## config.mk

```make
export PLATFORM = sky130hd
export DESIGN_NAME = uf2bsc_core
export DESIGN_NICKNAME = d
export VERILOG_FILES = /design/src/rtl/uf2bsc_pkg.sv /design/src/rtl/uf2bsc_core.sv
export SDC_FILE = /design/constraint.sdc
export NUM_CORES = 1
export LEC_CHECK = 0
export ABC_AREA = 1
export BUFFER_PORTS_ARGS = -buffer_cell sky130_fd_sc_hd__buf_4
export CELL_PAD_IN_SITES_DETAIL_PLACEMENT = 1
export CELL_PAD_IN_SITES_GLOBAL_PLACEMENT = 2
export CORE_MARGIN = 3
export CORE_UTILIZATION = 33
export DETAILED_ROUTE_END_ITERATION = 8
export PLACE_DENSITY = 0.95
export SYNTH_ARGS = -nofsm -noshare
export SYNTH_HDL_FRONTEND = slang
export SYNTH_SLANG_ARGS = --single-unit
```

## constraint.sdc

```tcl
create_clock -name clk_i -period 7.2 [get_ports clk_i]
set_clock_uncertainty 0.15 [all_clocks]
set_input_delay 1.08 -clock clk_i [delete_from_list [all_inputs] [get_ports clk_i]]
set_output_delay 1.08 -clock clk_i [all_outputs]
set_load 0.05 [all_outputs]
```

## src/rtl/uf2bsc_pkg.sv

```systemverilog
package uf2bsc_pkg;

  localparam int unsigned PayloadBytes = 256;
  localparam int unsigned BlockBytes   = 512;
  localparam int unsigned SectorBytes  = 4096;

  localparam int unsigned BlockShift   = $clog2(BlockBytes);
  localparam int unsigned PayloadShift = $clog2(PayloadBytes);

  localparam logic [31:0] MagicFirst   = 32'h0A32_4655;
  localparam logic [31:0] MagicSecond  = 32'h9E5D_5157;
  localparam logic [31:0] MagicFinal   = 32'h0AB1_6F30;
  localparam int unsigned FlagNotFlash = 0;
  localparam int unsigned FlagFamily   = 13;
  localparam logic [39:0] MinImageBytes = 40'd16384;

  localparam logic [31:0] FamilyIdRst    = 32'hE48B_FF56;
  localparam logic [31:0] FlashBaseRst   = 32'h1000_0000;
  localparam logic [31:0] StagingSizeRst = 32'h0010_0000;
  localparam logic        DeriveTotalRst = 1'b1;
  localparam logic [31:0] PresetTotalRst = 32'h0000_0000;

  localparam int unsigned InDataW  = 288;
  localparam int unsigned OutDataW = 152;
  localparam int unsigned CfgAddrW = 3;
  localparam int unsigned CfgDataW = 32;

  typedef enum logic [2:0] {
    V_PROGRAM      = 3'd0,
    V_OTHER_FAMILY = 3'd1,
    V_NOT_FLASH    = 3'd2,
    V_BAD_MAGIC    = 3'd3,
    V_BAD_SIZE     = 3'd4,
    V_OUT_OF_RANGE = 3'd5,
    V_OUT_OF_ORDER = 3'd6
  } verdict_e;

  typedef enum logic [CfgAddrW-1:0] {
    REG_FAMILY_ID    = 3'd0,
    REG_FLASH_BASE   = 3'd1,
    REG_STAGING_SIZE = 3'd2,
    REG_DERIVE_TOTAL = 3'd3,
    REG_PRESET_TOTAL = 3'd4
  } cfg_idx_e;

  typedef struct packed {
    logic [31:0] family_id;
    logic [31:0] flash_base;
    logic [31:0] staging_size;
    logic        derive_total;
    logic [31:0] preset_total;
  } cfg_t;

  typedef struct packed {
    logic [31:0] family_word;
    logic [31:0] block_total;
    logic [31:0] block_number;
    logic [31:0] payload_length;
    logic [31:0] target_address;
    logic [31:0] block_flags;
    logic [31:0] magic_final;
    logic [31:0] magic_second;
    logic [31:0] magic_first;
  } item_t;

  typedef struct packed {
    logic        led_level;
    logic        image_ready;
    logic [47:0] byte_estimate;
    logic [31:0] error_count;
    logic [31:0] blocks_done;
    logic        erase_sector;
    logic [31:0] staging_offset;
    verdict_e    verdict;
  } result_t;

endpackage

```

## src/rtl/uf2bsc_core.sv

```systemverilog
module uf2bsc_core #(
  parameter int unsigned SectorBytes = uf2bsc_pkg::SectorBytes
) (
  input  logic                clk_i,
  input  logic                rst_ni,
  input  logic                load_i,
  input  uf2bsc_pkg::item_t   item_i,
  input  uf2bsc_pkg::cfg_t    cfg_i,
  output uf2bsc_pkg::result_t result_o
);
  import uf2bsc_pkg::*;

  localparam int unsigned SectorLsb = $clog2(SectorBytes);

  logic [31:0] accepted_q, accepted_d;
  logic [31:0] expected_q, expected_d;
  logic [31:0] reject_q, reject_d;
  logic [47:0] derived_q, derived_d;
  result_t     result_q, result_d;

  logic        magic_ok;
  logic        family_ok;
  logic [48:0] derived_sum;
  logic [32:0] window_end;
  logic        out_of_range;
  logic [31:0] woff;
  logic [39:0] image_bytes;
  logic        ready;
  verdict_e    verdict;

  assign magic_ok = (item_i.magic_first == MagicFirst) &&
                    (item_i.magic_second == MagicSecond) &&
                    (item_i.magic_final == MagicFinal);
  assign family_ok = (item_i.family_word == cfg_i.family_id) &&
                     item_i.block_flags[FlagFamily];
  assign derived_sum = {1'b0, derived_q} +
                       {8'b0, item_i.block_total, {BlockShift{1'b0}}};
  assign window_end = {1'b0, cfg_i.flash_base} + {1'b0, cfg_i.staging_size};
  assign out_of_range = (item_i.target_address < cfg_i.flash_base) ||
                        ({1'b0, item_i.target_address} >= window_end);
  assign woff = item_i.target_address - cfg_i.flash_base;

  always_comb begin
    accepted_d = accepted_q;
    expected_d = expected_q;
    reject_d   = reject_q;
    derived_d  = derived_q;
    verdict    = V_PROGRAM;

    if (magic_ok && cfg_i.derive_total && (item_i.block_number == '0) &&
        (item_i.block_total != '0)) begin
      derived_d = derived_sum[48] ? {48{1'b1}} : derived_sum[47:0];
    end

    if (!magic_ok) begin
      verdict = V_BAD_MAGIC;
    end else if (!family_ok) begin
      verdict = V_OTHER_FAMILY;
    end else if (item_i.block_flags[FlagNotFlash]) begin
      verdict = V_NOT_FLASH;
    end else if (item_i.payload_length != 32'(PayloadBytes)) begin
      verdict = V_BAD_SIZE;
    end else if (out_of_range) begin
      verdict = V_OUT_OF_RANGE;
    end else if (item_i.block_number == '0) begin
      expected_d = item_i.block_total;
      accepted_d = 32'd1;
    end else if (item_i.block_number != accepted_q) begin
      verdict = V_OUT_OF_ORDER;
    end else begin
      accepted_d = accepted_q + 32'd1;
    end

    if (verdict == V_BAD_MAGIC || verdict == V_BAD_SIZE ||
        verdict == V_OUT_OF_RANGE || verdict == V_OUT_OF_ORDER) begin
      reject_d = reject_q + 32'd1;
    end

    image_bytes = {expected_d, {PayloadShift{1'b0}}};
    ready = (expected_d != '0) && (accepted_d == expected_d) &&
            (image_bytes >= MinImageBytes) &&
            (image_bytes <= {8'b0, cfg_i.staging_size});

    result_d.verdict        = verdict;
    result_d.staging_offset = (verdict == V_PROGRAM) ? cfg_i.staging_size + woff : '0;
    result_d.erase_sector   = (verdict == V_PROGRAM) && (woff[SectorLsb-1:0] == '0);
    result_d.blocks_done    = accepted_d;
    result_d.error_count    = reject_d;
    result_d.byte_estimate  = cfg_i.derive_total ? derived_d : {16'b0, cfg_i.preset_total};
    result_d.image_ready    = ready;
    result_d.led_level      = accepted_d[0];
  end

  always_ff @(posedge clk_i or negedge rst_ni) begin
    if (!rst_ni) begin
      accepted_q <= '0;
      expected_q <= '0;
      reject_q   <= '0;
      derived_q  <= '0;
    end else if (load_i) begin
      accepted_q <= accepted_d;
      expected_q <= expected_d;
      reject_q   <= reject_d;
      derived_q  <= derived_d;
    end
  end

  always_ff @(posedge clk_i) begin
    if (load_i) begin
      result_q <= result_d;
    end
  end

  assign result_o = result_q;

endmodule

```

==> impl_metrics.csv <==
group,metric,value,unit
worst_setup_path,worst-path-max-fanout,5,
synth,ys_warn_count,0,
global_routing,grt_pass1_wl,148000,um
hold_path,hold_depth,2,
detailed_routing,drcViolationCount,0,
global_routing,antenna_found_initial,11,
die,core_area,70500,um2
detailed_routing,via_per_inst,5.15,
worst_setup_path,worstPathRequired,7460,ps
power,p_clk_frac,0.315,
clock_tree,root_buffer,"clkbuf_16",
die,ioPinCount,570,
detailed_routing,routedWlPerCell,20.7,um
sta,post-route-min-period,6910,ps
power,p_int,3.82,mW
placed_design,hpwl,81400,um
clock_tree,path_clk_slew,60,ps
synth,synth_nets,3806,
finish,multi_input_area,14000,um2
clock_tree,max-clock-path-buffers,3,
power,p_leak,15.1,nW
sta,worst_slew_pin_slew,891,ps
synth,synth_compound_area_frac,0.141,
clock_tree,tritoncts,"built",
sta,fmax,145,MHz
worst_setup_path,cp.depth,45,
finish,synthToLayoutAreaGrowth,31.9,%
worst_setup_path,critPathCaptureType,"register",
run,maxCapViolations,0,
detailed_routing,num_vias,24700,
clock_tree,cts.sinks,293,
sta,relSlewSlack,0.406,
synth,ys_seq_area_frac,0.342,
sta,rsz0062_at_grt,"true",
worst_setup_path,slowest_delay,380,ps
synth,netlist_area,23600,um2
power,power.share.combinational,0.346,
worst_setup_path,start_kind,"input port",
placed_design,numPortBuffers,539,
synth,synth_xor_xnor_area_share,0.0659,
power,p_per_area,195,nW/um2
synth,synth_mux_area_frac,0,
clock_tree,cts_max_level,2,
sta,worst_slack,292,ps
synth,synth_top_family_by_area,"simple AND/OR/NAND/NOR gates",
die,die_x,274,um
sta,hold_viol_final,0,
synth,synth_adder_area_share,0.101,
finish,layout.nets,4441,
finish,drive_gt1_frac,0.225,
synth,async_flop_share,0.491,
global_routing,grt_remaining_overflow,0,
sta,hold_slack,305,ps
synth,synthCells,3197,
hold_path,hp-class,"reg -> reg",
clock_tree,cts-buffers-inserted,37,
global_routing,grt_util_all_layers,0.254,
die,rows,97,
sta,period_share,0.959,
die,start_util,0.335,
sta,slew_viol_final,0,
outcome,run_status,"finished clean",
worst_setup_path,worstRegToRegCells,21,
power,ir_drop,0.152,mV
placed_design,dp_cells,4720,
worst_setup_path,slowest_stage,"fa_2",
synth,avgSynthCellArea,7.40,um2
placed_design,dp_slack,-509,ps
detailed_routing,ant_nets,0,
detailed_routing,firstDrtPassIters,5,
synth,synth_edf_count,149,
synth,ys_types,63,
worst_setup_path,path_delay_family,"simple AND/OR/NAND/NOR gates",
global_routing,grt_pass1_vias,25200,
finish,post_layout_nonfiller_instances,4808,
finish,final_common_cell,"nand2_1",
power,netSwitchingFraction,0.372,
power,power_frac_seq,0.339,
synth,synthFlopType,"edfxtp_1",
finish,final_cell_mix,"nand2_1, buf_4, inv_1",
finish,final-seq-area,8080,um2
detailed_routing,drt_iter0_markers,1361,
sta,setup-violations-final,0,
worst_setup_path,critPathKind,"in -> reg",
power,p_switching,2.26,mW
synth,synth-seq-cells,293,
clock_tree,clk_latency,570,ps
global_routing,grt_max_degree,92,
detailed_routing,wl,99600,um
placed_design,gp_congestion,0.920,
die,die_area,74900,um2
die,die_h,274,um
synth,synth_simple_gate_area_share,0.264,
finish,fillers,8815,
worst_setup_path,critPathArrivalTime,7170,ps
worst_setup_path,worst-path-buf-inv,4,
[worst reg2reg max path: cells and delay by family, from the launching register on]
kind | cells | cell delay, ps
xor+xnor | 1 | 200
flops | 1 | 490
simple gates | 20 | 3240
[per-layer routing]
layer / GRT usage / vias up / part of all wire
met1: 0.312 / 11900 / 0.42
met2: 0.452 / 614 / 0.50
li1: - / 12000 / -
met5: 0 / - / 0.00034
met3: 0.0436 / 147 / 0.055
met4: 0.0808 / 6 / 0.032
[power by group through the flow]
stage / Combinational (mW) / Sequential (mW) / Clock, mW
floorplan: 0.981 / 2.31 / 0
global placement: 1.99 / 2.08 / 0
detailed placement: 2.04 / 2.09 / 0
CTS: 2.05 / 2.06 / 1.96
global route: 2.31 / 2.08 / 2.03
finish: 2.10 / 2.06 / 1.91
[layout make-up]
type / instances / area share
inverter: 459 / 0.0553
antenna: 7 / 0.000561
clock buffer: 45 / 0.0313
timing repair buffer: 660 / 0.160
sequential: 293 / 0.259
multi-input combinational: 2381 / 0.448
clock inverter: 23 / 0.00802
tap: 940 / 0.0377
[final timing paths]
| kind | start | to | slack [ps] |
|---|---|---|---|
| worst max-delay path | cfg_i[33] | result_o[148] | 290 |
| worst min-delay path | derived_q[2] | derived_q[2] | 310 |
| worst max register to register | accepted_q[19] | result_o[148] | 2960 |
| worst min register to register | derived_q[2] | derived_q[2] | 310 |
| max in group asynchronous | rst_ni | accepted_q[13] | 5320 |
| min in group asynchronous | rst_ni | reject_q[23] | 370 |
[synth_stat cells, drive strengths merged, types with 9 or more instances]
| cell type | instances | area (um2) |
|---|---|---|
| buf | 27 | 163 |
| xor2 | 99 | 867 |
| nand4 | 92 | 612 |
| dfrtp | 144 | 3600 |
| nor3b | 9 | 67.6 |
| a31oi | 33 | 206 |
| nor2 | 274 | 1080 |
| a21boi | 12 | 93.8 |
| or2 | 25 | 156 |
| o21bai | 10 | 86.3 |
| o21ai | 277 | 1430 |
| nor4 | 66 | 419 |
| o21a | 14 | 105 |
| a21o | 10 | 75.1 |
| o22ai | 29 | 181 |
| clkbuf | 40 | 150 |
| nor3 | 61 | 325 |
| nand3 | 130 | 671 |
| ha | 185 | 2310 |
| edfxtp | 149 | 4470 |
| xnor2 | 79 | 692 |
| inv | 456 | 1710 |
| a21oi | 181 | 913 |
| nand2 | 745 | 2820 |
[timing repair]
item                                    4_1_cts  5_1_grt
buffers inserted                              0       10
hold buffers                                  0        0
resized for setup                             0      105
endpoints found under the setup margin        0        1
[registers in the layout, indices dropped and copies added, names as in the netlist]
register    flops
reject_q       32
accepted_q     32
expected_q     32
derived_q      48
result_o      149
[metrics by stage]
stage,instance area (um2),total power [mW],util,TNS (ps)
4_1_cts,30600,6.07,0.435,0
3_5_place_dp,29400,4.12,0.417,-509
5_1_grt,31200,6.42,0.442,-150
6_report,31200,6.08,0.442,0
3_3_place_gp,29400,4.07,0.417,-284
2_1_floorplan,23600,3.29,-,0
[kinds of logic after synthesis]
kind of cell | after synthesis
AOI/OAI and AO/OA | 594
buffers and inverters | 526
adders and majority gates | 189
DFF | 293
and+or+nand+nor | 1417
xor gates and xnor gates | 178
(Power assumes the default switching activity.)
